[src/sv/one_shot_timer_table_top_assert.svh]
// assertion macros for the one-shot timer table
`ifndef ONE_SHOT_TIMER_TABLE_TOP_ASSERT_SVH
`define ONE_SHOT_TIMER_TABLE_TOP_ASSERT_SVH

// same-cycle implication, disabled while reset is asserted
`define OSTT_ASSERT_NOW(lbl, ante, cons) \
  lbl: assert property (@(posedge clk_i) disable iff (!rst_ni) (ante) |-> (cons)) \
    else $error("timer table check failed");

// next-cycle implication, disabled while reset is asserted
`define OSTT_ASSERT_NEXT(lbl, ante, cons) \
  lbl: assert property (@(posedge clk_i) disable iff (!rst_ni) (ante) |=> (cons)) \
    else $error("timer table check failed");

`endif

[src/sv/ostt_pkg.sv]
// shared types and constants of the one-shot timer table
`timescale 1ns / 1ps

package ostt_pkg;

  localparam int unsigned TIMER_SLOTS_DEF = 16;
  localparam int unsigned HANDLE_BITS_DEF = 8;
  localparam int unsigned COUNT_BITS_DEF  = 16;

  // fixed field widths on the stream ports
  localparam int unsigned FIELD_HANDLE_W = 8;
  localparam int unsigned FIELD_TARGET_W = 16;
  localparam int unsigned STATUS_W       = 3;
  localparam int unsigned IN_DATA_W      = 32;
  localparam int unsigned OUT_DATA_W     = 16;

  typedef enum logic {
    CMD_TICK = 1'b0,
    CMD_ADD  = 1'b1
  } cmd_e;

  typedef enum logic [STATUS_W-1:0] {
    ST_FIRED = 3'd0,
    ST_NONE  = 3'd1,
    ST_ADDED = 3'd2,
    ST_FULL  = 3'd3,
    ST_ZERO  = 3'd4
  } status_e;

endpackage

[src/sv/ostt_cell.sv]
// one timer slot of the rotating ring
`timescale 1ns / 1ps

module ostt_cell #(
  parameter int unsigned COUNT_BITS  = 16,
  parameter int unsigned HANDLE_BITS = 8
) (
  input  logic                   clk_i,
  input  logic                   rst_ni,
  input  logic                   shift_i,
  input  logic                   live_i,
  input  logic [COUNT_BITS-1:0]  elapsed_i,
  input  logic [COUNT_BITS-1:0]  goal_i,
  input  logic [HANDLE_BITS-1:0] handle_i,
  input  logic                   kind_i,
  output logic                   live_o,
  output logic [COUNT_BITS-1:0]  elapsed_o,
  output logic [COUNT_BITS-1:0]  goal_o,
  output logic [HANDLE_BITS-1:0] handle_o,
  output logic                   kind_o
);

  logic                   live_q;
  logic [COUNT_BITS-1:0]  elapsed_q;
  logic [COUNT_BITS-1:0]  goal_q;
  logic [HANDLE_BITS-1:0] handle_q;
  logic                   kind_q;

  always_ff @(posedge clk_i or negedge rst_ni) begin
    if (!rst_ni) begin
      live_q <= 1'b0;
    end else if (shift_i) begin
      live_q <= live_i;
    end
  end

  always_ff @(posedge clk_i) begin
    if (shift_i) begin
      elapsed_q <= elapsed_i;
      goal_q    <= goal_i;
      handle_q  <= handle_i;
      kind_q    <= kind_i;
    end
  end

  assign live_o    = live_q;
  assign elapsed_o = elapsed_q;
  assign goal_o    = goal_q;
  assign handle_o  = handle_q;
  assign kind_o    = kind_q;

endmodule

[src/sv/one_shot_timer_table_top.sv]
// top level of the one-shot timer table
//
// Requests arrive on the s_axis channel: tuser selects tick (0) or add (1),
// tdata carries handle, kind and target ticks of an add. Results leave on
// m_axis: tuser is the status, tdata the fired handle and kind, tlast marks
// the final result caused by a request.
// The slots sit in a ring of cells that rotates by one position per cycle
// while a request is walked. Every request walks the whole ring once: the
// cell at the head is updated (tick: count up and test for expiry; add: the
// first free slot takes the new timer) and re-enters at the tail, so after
// TIMER_SLOTS steps the ring is back in slot order. The final result is
// then written to the output register. A request is not accepted while
// another is walked; the next request is taken the cycle after the walk
// ends. Fired results leave one by one during the walk, in slot order,
// through an output register; a single held result lets tlast be set on
// the final one. When the receiver stalls with a result in the output
// register, the ring stops and resumes once the result is taken. A finished
// result may wait in the output register while the next request is
// accepted. Reset clears all slots at once; no clearing pass is needed.
`timescale 1ns / 1ps

module one_shot_timer_table_top
  import ostt_pkg::*;
#(
  parameter int unsigned TIMER_SLOTS = TIMER_SLOTS_DEF,
  parameter int unsigned HANDLE_BITS = HANDLE_BITS_DEF,
  parameter int unsigned COUNT_BITS  = COUNT_BITS_DEF
) (
  input  logic                  clk_i,
  input  logic                  rst_ni,
  input  logic                  s_axis_tvalid_i,
  output logic                  s_axis_tready_o,
  // [7:0] flag_handle, [8] flag_kind, [24:9] target_ticks, [31:25] zero
  input  logic [IN_DATA_W-1:0]  s_axis_tdata_i,
  // [0] cmd
  input  logic                  s_axis_tuser_i,
  output logic                  m_axis_tvalid_o,
  input  logic                  m_axis_tready_i,
  // [7:0] fired_handle, [8] fired_kind, [15:9] zero
  output logic [OUT_DATA_W-1:0] m_axis_tdata_o,
  // [2:0] status
  output logic [STATUS_W-1:0]   m_axis_tuser_o,
  output logic                  m_axis_tlast_o
);

  localparam int unsigned CNT_W = $clog2(TIMER_SLOTS + 1);

  // ring of cells
  logic                   cell_live    [TIMER_SLOTS];
  logic [COUNT_BITS-1:0]  cell_elapsed [TIMER_SLOTS];
  logic [COUNT_BITS-1:0]  cell_goal    [TIMER_SLOTS];
  logic [HANDLE_BITS-1:0] cell_handle  [TIMER_SLOTS];
  logic                   cell_kind    [TIMER_SLOTS];

  logic                   tail_live;
  logic [COUNT_BITS-1:0]  tail_elapsed;
  logic [COUNT_BITS-1:0]  tail_goal;
  logic [HANDLE_BITS-1:0] tail_handle;
  logic                   tail_kind;

  // request being walked
  logic                   busy_q;
  logic [CNT_W-1:0]       cnt_q;
  cmd_e                   cmd_q;
  logic [HANDLE_BITS-1:0] new_handle_q;
  logic                   new_kind_q;
  logic [COUNT_BITS-1:0]  new_goal_q;
  logic                   zero_q;
  logic                   placed_q;

  // held fired result
  logic                   pend_valid_q;
  logic [HANDLE_BITS-1:0] pend_handle_q;
  logic                   pend_kind_q;

  // output register
  logic                      out_valid_q;
  status_e                   out_status_q;
  logic [FIELD_HANDLE_W-1:0] out_handle_q;
  logic                      out_kind_q;
  logic                      out_last_q;

  logic                  in_accept;
  logic                  in_zero;
  logic                  can_push;
  logic                  walk_done;
  logic                  step;
  logic                  finish;
  logic                  head_tick;
  logic [COUNT_BITS-1:0] head_next;
  logic                  head_fire;
  logic                  head_write;
  logic                  push;
  status_e               push_status;
  logic [HANDLE_BITS-1:0] push_handle;
  logic                  push_kind;
  logic                  push_last;

  assign s_axis_tready_o = !busy_q;
  assign in_accept       = s_axis_tvalid_i && !busy_q;
  assign in_zero = (COUNT_BITS'(s_axis_tdata_i[FIELD_HANDLE_W+1 +: FIELD_TARGET_W])
                    == '0);

  assign can_push  = !out_valid_q || m_axis_tready_i;
  assign walk_done = (cnt_q == CNT_W'(TIMER_SLOTS));
  assign step      = busy_q && can_push && !walk_done;
  assign finish    = busy_q && can_push && walk_done;

  // head cell update
  assign head_tick  = (cmd_q == CMD_TICK) && cell_live[0];
  assign head_next  = cell_elapsed[0] + COUNT_BITS'(1);
  assign head_fire  = head_tick && (head_next == cell_goal[0]);
  assign head_write = (cmd_q == CMD_ADD) && !placed_q && !cell_live[0];

  always_comb begin
    tail_live    = cell_live[0];
    tail_elapsed = cell_elapsed[0];
    tail_goal    = cell_goal[0];
    tail_handle  = cell_handle[0];
    tail_kind    = cell_kind[0];
    if (head_write) begin
      tail_live    = 1'b1;
      tail_elapsed = '0;
      tail_goal    = new_goal_q;
      tail_handle  = new_handle_q;
      tail_kind    = new_kind_q;
    end else if (head_tick) begin
      tail_live    = !head_fire;
      tail_elapsed = head_next;
    end
  end

  for (genvar i = 0; i < TIMER_SLOTS; i++) begin : g_ring
    logic                   nxt_live;
    logic [COUNT_BITS-1:0]  nxt_elapsed;
    logic [COUNT_BITS-1:0]  nxt_goal;
    logic [HANDLE_BITS-1:0] nxt_handle;
    logic                   nxt_kind;

    if (i == TIMER_SLOTS - 1) begin : g_tail
      assign nxt_live    = tail_live;
      assign nxt_elapsed = tail_elapsed;
      assign nxt_goal    = tail_goal;
      assign nxt_handle  = tail_handle;
      assign nxt_kind    = tail_kind;
    end else begin : g_mid
      assign nxt_live    = cell_live[i+1];
      assign nxt_elapsed = cell_elapsed[i+1];
      assign nxt_goal    = cell_goal[i+1];
      assign nxt_handle  = cell_handle[i+1];
      assign nxt_kind    = cell_kind[i+1];
    end

    ostt_cell #(
      .COUNT_BITS (COUNT_BITS),
      .HANDLE_BITS(HANDLE_BITS)
    ) u_cell (
      .clk_i    (clk_i),
      .rst_ni   (rst_ni),
      .shift_i  (step),
      .live_i   (nxt_live),
      .elapsed_i(nxt_elapsed),
      .goal_i   (nxt_goal),
      .handle_i (nxt_handle),
      .kind_i   (nxt_kind),
      .live_o   (cell_live[i]),
      .elapsed_o(cell_elapsed[i]),
      .goal_o   (cell_goal[i]),
      .handle_o (cell_handle[i]),
      .kind_o   (cell_kind[i])
    );
  end

  // result selection: a new expiry pushes out the held one, the walk end
  // pushes the final result
  always_comb begin
    push        = 1'b0;
    push_status = ST_NONE;
    push_handle = '0;
    push_kind   = 1'b0;
    push_last   = 1'b1;
    if (step && head_fire && pend_valid_q) begin
      push        = 1'b1;
      push_status = ST_FIRED;
      push_handle = pend_handle_q;
      push_kind   = pend_kind_q;
      push_last   = 1'b0;
    end else if (finish) begin
      push = 1'b1;
      if (cmd_q == CMD_TICK) begin
        if (pend_valid_q) begin
          push_status = ST_FIRED;
          push_handle = pend_handle_q;
          push_kind   = pend_kind_q;
        end else begin
          push_status = ST_NONE;
        end
      end else if (zero_q) begin
        push_status = ST_ZERO;
      end else if (placed_q) begin
        push_status = ST_ADDED;
      end else begin
        push_status = ST_FULL;
      end
    end
  end

  always_ff @(posedge clk_i or negedge rst_ni) begin
    if (!rst_ni) begin
      busy_q       <= 1'b0;
      cnt_q        <= '0;
      placed_q     <= 1'b0;
      zero_q       <= 1'b0;
      pend_valid_q <= 1'b0;
      out_valid_q  <= 1'b0;
    end else begin
      if (in_accept) begin
        busy_q   <= 1'b1;
        cnt_q    <= '0;
        zero_q   <= (cmd_e'(s_axis_tuser_i) == CMD_ADD) && in_zero;
        // a refused add must not claim a slot
        placed_q <= in_zero;
      end else if (step) begin
        cnt_q <= cnt_q + CNT_W'(1);
        if (head_write) begin
          placed_q <= 1'b1;
        end
      end else if (finish) begin
        busy_q <= 1'b0;
      end

      if (finish) begin
        pend_valid_q <= 1'b0;
      end else if (step && head_fire) begin
        pend_valid_q <= 1'b1;
      end

      if (push) begin
        out_valid_q <= 1'b1;
      end else if (m_axis_tready_i) begin
        out_valid_q <= 1'b0;
      end
    end
  end

  always_ff @(posedge clk_i) begin
    if (in_accept) begin
      cmd_q        <= cmd_e'(s_axis_tuser_i);
      new_handle_q <= HANDLE_BITS'(s_axis_tdata_i[FIELD_HANDLE_W-1:0]);
      new_kind_q   <= s_axis_tdata_i[FIELD_HANDLE_W];
      new_goal_q   <= COUNT_BITS'(s_axis_tdata_i[FIELD_HANDLE_W+1 +: FIELD_TARGET_W]);
    end
    if (step && head_fire) begin
      pend_handle_q <= cell_handle[0];
      pend_kind_q   <= cell_kind[0];
    end
    if (push) begin
      out_status_q <= push_status;
      out_handle_q <= FIELD_HANDLE_W'(push_handle);
      out_kind_q   <= push_kind;
      out_last_q   <= push_last;
    end
  end

  assign m_axis_tvalid_o = out_valid_q;
  assign m_axis_tuser_o  = out_status_q;
  assign m_axis_tlast_o  = out_last_q;
  assign m_axis_tdata_o  = {(OUT_DATA_W - FIELD_HANDLE_W - 1)'(0), out_kind_q, out_handle_q};

  `include "one_shot_timer_table_top_assert.svh"

  `OSTT_ASSERT_NEXT(a_accept_starts_walk, in_accept, busy_q && (cnt_q == '0))
  `OSTT_ASSERT_NEXT(a_finish_ends_request, finish,
                    !busy_q && m_axis_tvalid_o && m_axis_tlast_o)
  `OSTT_ASSERT_NOW(a_pend_only_in_walk, pend_valid_q, busy_q && (cmd_q == CMD_TICK))
  `OSTT_ASSERT_NOW(a_no_push_on_full_output, push, can_push)

endmodule
[config.mk]
export PLATFORM = sky130hd
export DESIGN_NAME = one_shot_timer_table_top
export DESIGN_NICKNAME = d
export VERILOG_FILES = /design/src/sv/ostt_pkg.sv /design/src/sv/ostt_cell.sv /design/src/sv/one_shot_timer_table_top.sv
export VERILOG_INCLUDE_DIRS = /design/src /design/src/sv
export SDC_FILE = /design/constraint.sdc
export NUM_CORES = 1
export LEC_CHECK = 0
export BUFFER_PORTS_ARGS = -buffer_cell sky130_fd_sc_hd__buf_2
export CAP_MARGIN = 5
export CORE_ASPECT_RATIO = 0.9
export CORE_MARGIN = 4
export CORE_UTILIZATION = 35
export DETAILED_ROUTE_END_ITERATION = 12
export PLACE_DENSITY = 0.53
export SLEW_MARGIN = 10
export SYNTH_ARGS = -nofsm -noshare
export SYNTH_HDL_FRONTEND = slang
export SYNTH_HIERARCHICAL = 1
export SYNTH_SLANG_ARGS = --single-unit
[constraint.sdc]
create_clock -name clk_i -period 35.9 [get_ports clk_i]
set_input_delay 1.795 -clock clk_i [delete_from_list [all_inputs] [get_ports clk_i]]
set_output_delay 1.795 -clock clk_i [all_outputs]
set_load 0.005 [all_outputs]
* Word level (Yosys, flattened, before mapping)
Index checks and enable logic that the tools add are counted.
** Word-level totals
- Flip-flop bits (word level) :: 730
- Input bits :: 37
- Logic and storage cells :: 165
** Operators by class
- Eq/ne operators :: 3
- Reduce and logical (&&, ||, !) cells :: 27
- Muxes and demuxes :: 34
- Add/sub/neg operators :: 2
- Bitwise logic cells :: 2
** Operators by type and width (count)
- $mux 8 :: 5
- $mux 16 :: 2
- $mux 1 :: 23
- $add 16x1->16 const B :: 1
- $eq 16x16->1 :: 1
- $logic_not 16->1 :: 1
- $logic_and 1x1->1 :: 11
- $mux 5 :: 2
- $reduce_bool 2->1 :: 5
- $logic_not 1->1 :: 6
- $mux 3 :: 2
- $add 5x1->5 const B :: 1
- $eq 5x5->1 const B :: 1
- $reduce_and 2->1 :: 2
- $ne 2x2->1 const B :: 1
- $not 1->1 :: 2
- $reduce_or 2->1 :: 1
- $logic_or 1x1->1 :: 1

* Depth between registers and ports, before layout
- Depth in word-level cells :: 8
- Gate-level depth with buffers :: 9
- Gate-level depth less buffers :: 8

* Modules after synthesis
The synthesis kept the hierarchy.
** By module, submodules not included
- ostt_cell :: seq. area each 1256.2 um^2, times used 16, cells each 43, area each 1271.2 um^2
- one_shot_timer_table_top :: seq. area each 1691.6 um^2, times used 1, cells each 306, area each 3442.1 um^2

* Worst setup path before layout
Ideal clock, no wire load.
- Path kind :: input to register
- Start :: input m_axis_tready_i
- End :: register pend_handle_q[0] (enable)
- Stages on the path :: 5
- Setup time :: 0.357 ns
- Path slack :: 12.409 ns
- Buffers on the path :: 1
- Data arrival time :: 23.135 ns
- Data required time :: 35.543 ns
- Path through :: nand2b_1 > and2_1 > and2_1 > clkbuf_1 > and3_1
** On the way
- Word-level cells in the longest chain between the ends :: 4
** RTL lines
- start, declared :: line one_shot_timer_table_top.sv:38 : input logic m_axis_tready_i,
- $logic_or 1x1->1 :: line one_shot_timer_table_top.sv:104 : assign can_push = !out_valid_q || m_axis_tready_i;
- $logic_and 1x1->1 (2 in series) :: line one_shot_timer_table_top.sv:106 : assign step = busy_q && can_push && !walk_done;
- net step :: line one_shot_timer_table_top.sv:87 : logic step;
- $logic_and 1x1->1 :: line one_shot_timer_table_top.sv:253 : if (step && head_fire) begin
- end signal, assigned :: line one_shot_timer_table_top.sv:254 : pend_handle_q <= cell_handle[0];
- end, declared :: line one_shot_timer_table_top.sv:73 : logic [HANDLE_BITS-1:0] pend_handle_q;
The timed path passes the listed nets, and every way through them passes these cells.
A chain may end at the register's enable or synchronous reset.

* Final worst setup path
- Start :: input m_axis_tready_i
- End :: register g_ring[3].u_cell.goal_q[9] (enable)
** On the way
- Word-level cells in the longest chain between the ends :: 3
** RTL lines
- $logic_or 1x1->1 :: line one_shot_timer_table_top.sv:104
- $logic_and 1x1->1 (2 in series) :: line one_shot_timer_table_top.sv:106
- end signal, assigned :: line ostt_cell.sv:40 : goal_q <= goal_i;
- end, declared :: line ostt_cell.sv:25 : logic [COUNT_BITS-1:0] goal_q;
No other way between the ends.

==> Implementation_results.wiki <==
{| class="wikitable"
! Metric !! Value
|-
| Outcome || finished, final reports clean
|-
| GRT Residual Overflow || 0
|-
| Start-to-end type of the worst setup path || in -> reg
|-
| Number of warning messages in the yosys log || 6
|-
| Max Root-Sink Buffers || 3
|-
| Count of nets after finishing || roughly 1.1k
|-
| Worst IR Drop VDD || approximately 0.000048 V
|-
| Worst reg2reg path endpoint || g_ring[3].u_cell/goal_o[9]
|-
| CP required || between 30 and 40 ns
|-
| Antenna diode count || 0
|-
| Cell total after placement || roughly 1.9k
|-
| Time the worst path needs with I/O delays and setup || between 5 and 6 ns
|-
| R2r worst-path depth || 8
|-
| Avg Cell Area, Syn || around 24 sq um
|-
| Headroom to the max-slew limit || a little under a quarter
|-
| Number of enable-type register cells in the synthesized netlist || between 700 and 800
|-
| Worst Setup End Kind || register
|-
| Proportion of netlist area held by the largest area contributor || between 80% and 90%
|-
| Number of setup buffers added after CTS || 0
|-
| Hold slack || just under 0.4 ns
|-
| Clock Sink Count || 730
|-
| Quantity of hold-fixing buffers added after cts || 0
|-
| Fillers || 5,804
|-
| Critical Path Slowest Stage Cell || sky130_fd_sc_hd__buf_4
|-
| Setup total negative slack || 0 ns
|-
| Global-route wire length before repair || 50,900 um
|-
| Post-synthesis instance area || 23,800 sq um
|-
| Stage delay of the slowest cell on the critical path || 1.00 ns
|-
| Hpwl dp || 17,900 um
|-
| Post_cts resized || 0
|-
| Die extent in x || 283 um
|-
| Pin slew with the least headroom to its limit || between 1 and 1.5 ns
|-
| Unrepaired setup endpoints after global routing || no
|-
| Tot GR Track Use || under 10%
|-
| Number of DRC violations after detailed-routing iteration 0 || about 790
|-
| Number of standard cells in the final layout excluding fillers || slightly above 2k
|-
| Buffers and inverters on the worst path || 4
|-
| Largest net degree at the start of global routing || 96
|-
| Count of pins over their slew limit || 0
|-
| DRC violation count after routing || 0
|-
| Initial antenna violation count || 3
|-
| Delay-heaviest family, CP || buffers and inverters
|-
| Pwr dens || between 90 and 100 nW/um^2
|-
| Total Wirelength || roughly 33,000 um
|-
| Most used cell, CP || sky130_fd_sc_hd__buf_4
|-
| Number of global-route vias before repair || slightly below 9k
|-
| First-pass iteration count of the detailed router || 4
|-
| Number of CTS-inserted buffers || 71
|-
| Number of buffers inserted by port buffering || between 40 and 50
|-
| Launch instance of the worst min-delay path || g_ring[1].u_cell/elapsed_o[14]
|-
| Area inside the core boundary || between 60,000 and 70,000 sq um
|-
| Vias || around 8.9k
|-
| Part of the cycle the worst path needs || 15.3%
|-
| Remaining antenna violation count || 0
|-
| Synthesis-to-layout area growth || 14.7%
|-
| Most frequent cell after synthesis || sky130_fd_sc_hd__edfxtp_1
|-
| Worst r2r src || cnt_q[0]
|-
| Most used DFF post-synth || sky130_fd_sc_hd__edfxtp_1
|-
| Cell chain of the critical path || buf_2 > nand2b_1 > and2_1 > and2_4 > buf_4 > buf_4 > buf_4
|-
| Synth cell count leaders || 704 x sky130_fd_sc_hd__edfxtp_1, 32 x sky130_fd_sc_hd__nor2_1, 26 x sky130_fd_sc_hd__dfrtp_1, 26 x sky130_fd_sc_hd__mux2_2, 20 x sky130_fd_sc_hd__xor2_1
|-
| Initial core utilization || between 30% and 40%
|-
| Number of storage elements in the synthesis netlist || 730
|-
| Setup slack on the worst flop-to-flop path || between 30 and 40 ns
|-
| Async SR Flop Fraction || about 3.6%
|-
| Library cell occupying the most area in the post-synthesis netlist || sky130_fd_sc_hd__edfxtp_1
|-
| Critical Path Start Type || primary input
|-
| Number of rows created at floorplan || 90
|-
| Number of top-level pins || a little under 60
|-
| Max Freq || 182 MHz
|-
| Per-cell routed wire length || around 16 um
|-
| Static Leakage || around 9.6 nW
|-
| Vertical extent of the die || approximately 260 um
|-
| Sequential fraction of the synthesis area || 91.6%
|-
| Via density per instance || roughly 4.4
|-
| Number of stages on the worst hold path || 0
|-
| Cell types occupying the most area after synthesis || sky130_fd_sc_hd__edfxtp_1 89%, sky130_fd_sc_hd__dfrtp_1 2.7%, sky130_fd_sc_hd__mux2_2 1.2%
|-
| End point of the most critical hold path || g_ring[0].u_cell/elapsed_o[14]
|-
| Hold WC Path Type || reg -> reg
|-
| Gp weighted congestion || around 0.76
|-
| Worst-case clock skew || 0.0430 ns
|-
| Synth unique cells || 56
|-
| Buffer cell driving the clock tree root || sky130_fd_sc_hd__clkbuf_16
|-
| Worst EP arrival || between 5 and 6 ns
|-
| Clock transition at path regs || roughly 0.06 ns
|-
| Total power draw || 0.00269 W
|-
| Ratio of cells with drive above 1 in the final layout || between 10% and 20%
|-
| Max capacitance violation total || 0
|-
| # H-tree levels || 3
|-
| DIE AREA || 72,200 sq um
|-
| Setup-failing EPs final || 0
|-
| Clock tree from TritonCTS || built
|-
| Clock network latency to the later pin of the worst-skew pair || between 0.6 and 0.7 ns
|-
| Highest net fanout along the worst path || between 90 and 100
|-
| Final Hold Violating Endpoints || 0
|-
| Post-Syn Instances || 994
|}
## how the worst max path moves through the flow
stage	startpoint	endpoint	cells after the start
6_report	m_axis_tready_i	g_ring[3].u_cell/goal_o[9]	7
4_1_cts	m_axis_tready_i	g_ring[9].u_cell/elapsed_o[8]	7
5_1_grt	m_axis_tready_i	g_ring[7].u_cell/elapsed_o[8]	7
2_1_floorplan	m_axis_tready_i	pend_handle_q[0]	5
3_3_place_gp	m_axis_tready_i	g_ring[15].u_cell/elapsed_o[8]	7
3_5_place_dp	m_axis_tready_i	g_ring[15].u_cell/elapsed_o[13]	7
## metal layers
metal / vias up / share of wire [%] / track usage, %
met4: 0 / 2.9 / 3.54
met3: 65 / 4.8 / 2.62
li1: 4122 / - / -
met2: 181 / 40 / 12.0
met1: 4575 / 52 / 14.2
met5: - / 0 / 0
## power breakdown
part / switching (W) / total, W / internal [W]
clock network: 0.000308 / 0.000703 / 0.000395
registers: 0.000152 / 0.00171 / 0.00155
logic: 0.000201 / 0.000278 / 0.0000778
total: 0.000661 / 0.00269 / 0.00203
## cell usage in the layout (no fill, tap or decap), drive strengths merged, types with 8 or more instances in the layout
cell type  instances
edfxtp           704
clkbuf            86
buf               54
mux2              42
nor2              32
clkinv            30
dfrtp             26
xor2              20
nand3             17
nand2             13
xnor2             12
inv               11
a21boi            10
nand4              9
o21ai              8
## registers in the layout, indices dropped and copies added (netlist names), 3 cells and up
| name | flops |
|---|---|
| new_handle_q | 8 |
| m_axis_tuser_o | 3 |
| g_ring.u_cell/kind_o | 16 |
| new_goal_q | 16 |
| cnt_q | 5 |
| out_handle_q | 8 |
| g_ring.u_cell/handle_o | 128 |
| g_ring.u_cell/live_o | 16 |
| pend_handle_q | 8 |
| g_ring.u_cell/elapsed_o | 256 |
| g_ring.u_cell/goal_o | 256 |
## cells by family (layout without fill, tap and decap cells)
kind of cell             count (synthesis)  in the layout  synth area share [%]
multiplexers                            44             44                  2.33
adder cells (fa/ha/maj)                  3              3                 0.158
flip-flops                             730            730                  91.6
AND/OR/NAND/NOR                        111            111                  2.53
AO/OA/AOI/OAI                           38             38                  1.39
buffers and inverters                   35            186                 0.773
XOR/XNOR                                32             32                  1.18
other                                    1              7                0.0158
## area by class of cell
type / instances / area, sq um / area share (%)
Multi-Input combinational cell: 235 / 1840 / 6.74
Clock inverter: 39 / 375 / 1.38
Inverter: 7 / 26.3 / 0.0963
Tap cell: 874 / 1090 / 4.01
Sequential cell: 730 / 21800 / 79.9
Clock buffer: 86 / 1850 / 6.79
Timing Repair Buffer: 54 / 295 / 1.08
## per-stage QoR
step           setup slack, ns  utilization (%)  instance area, sq um
6_report                 30.41             40.6                 27300
2_1_floorplan            12.41                -                 23800
5_1_grt                  30.04             40.6                 27300
3_3_place_gp             29.89             37.3                 25000
3_5_place_dp             29.74             37.3                 25000
4_1_cts                  30.40             40.6                 27300
No activity file was read; power rests on OpenSTA's default activity.
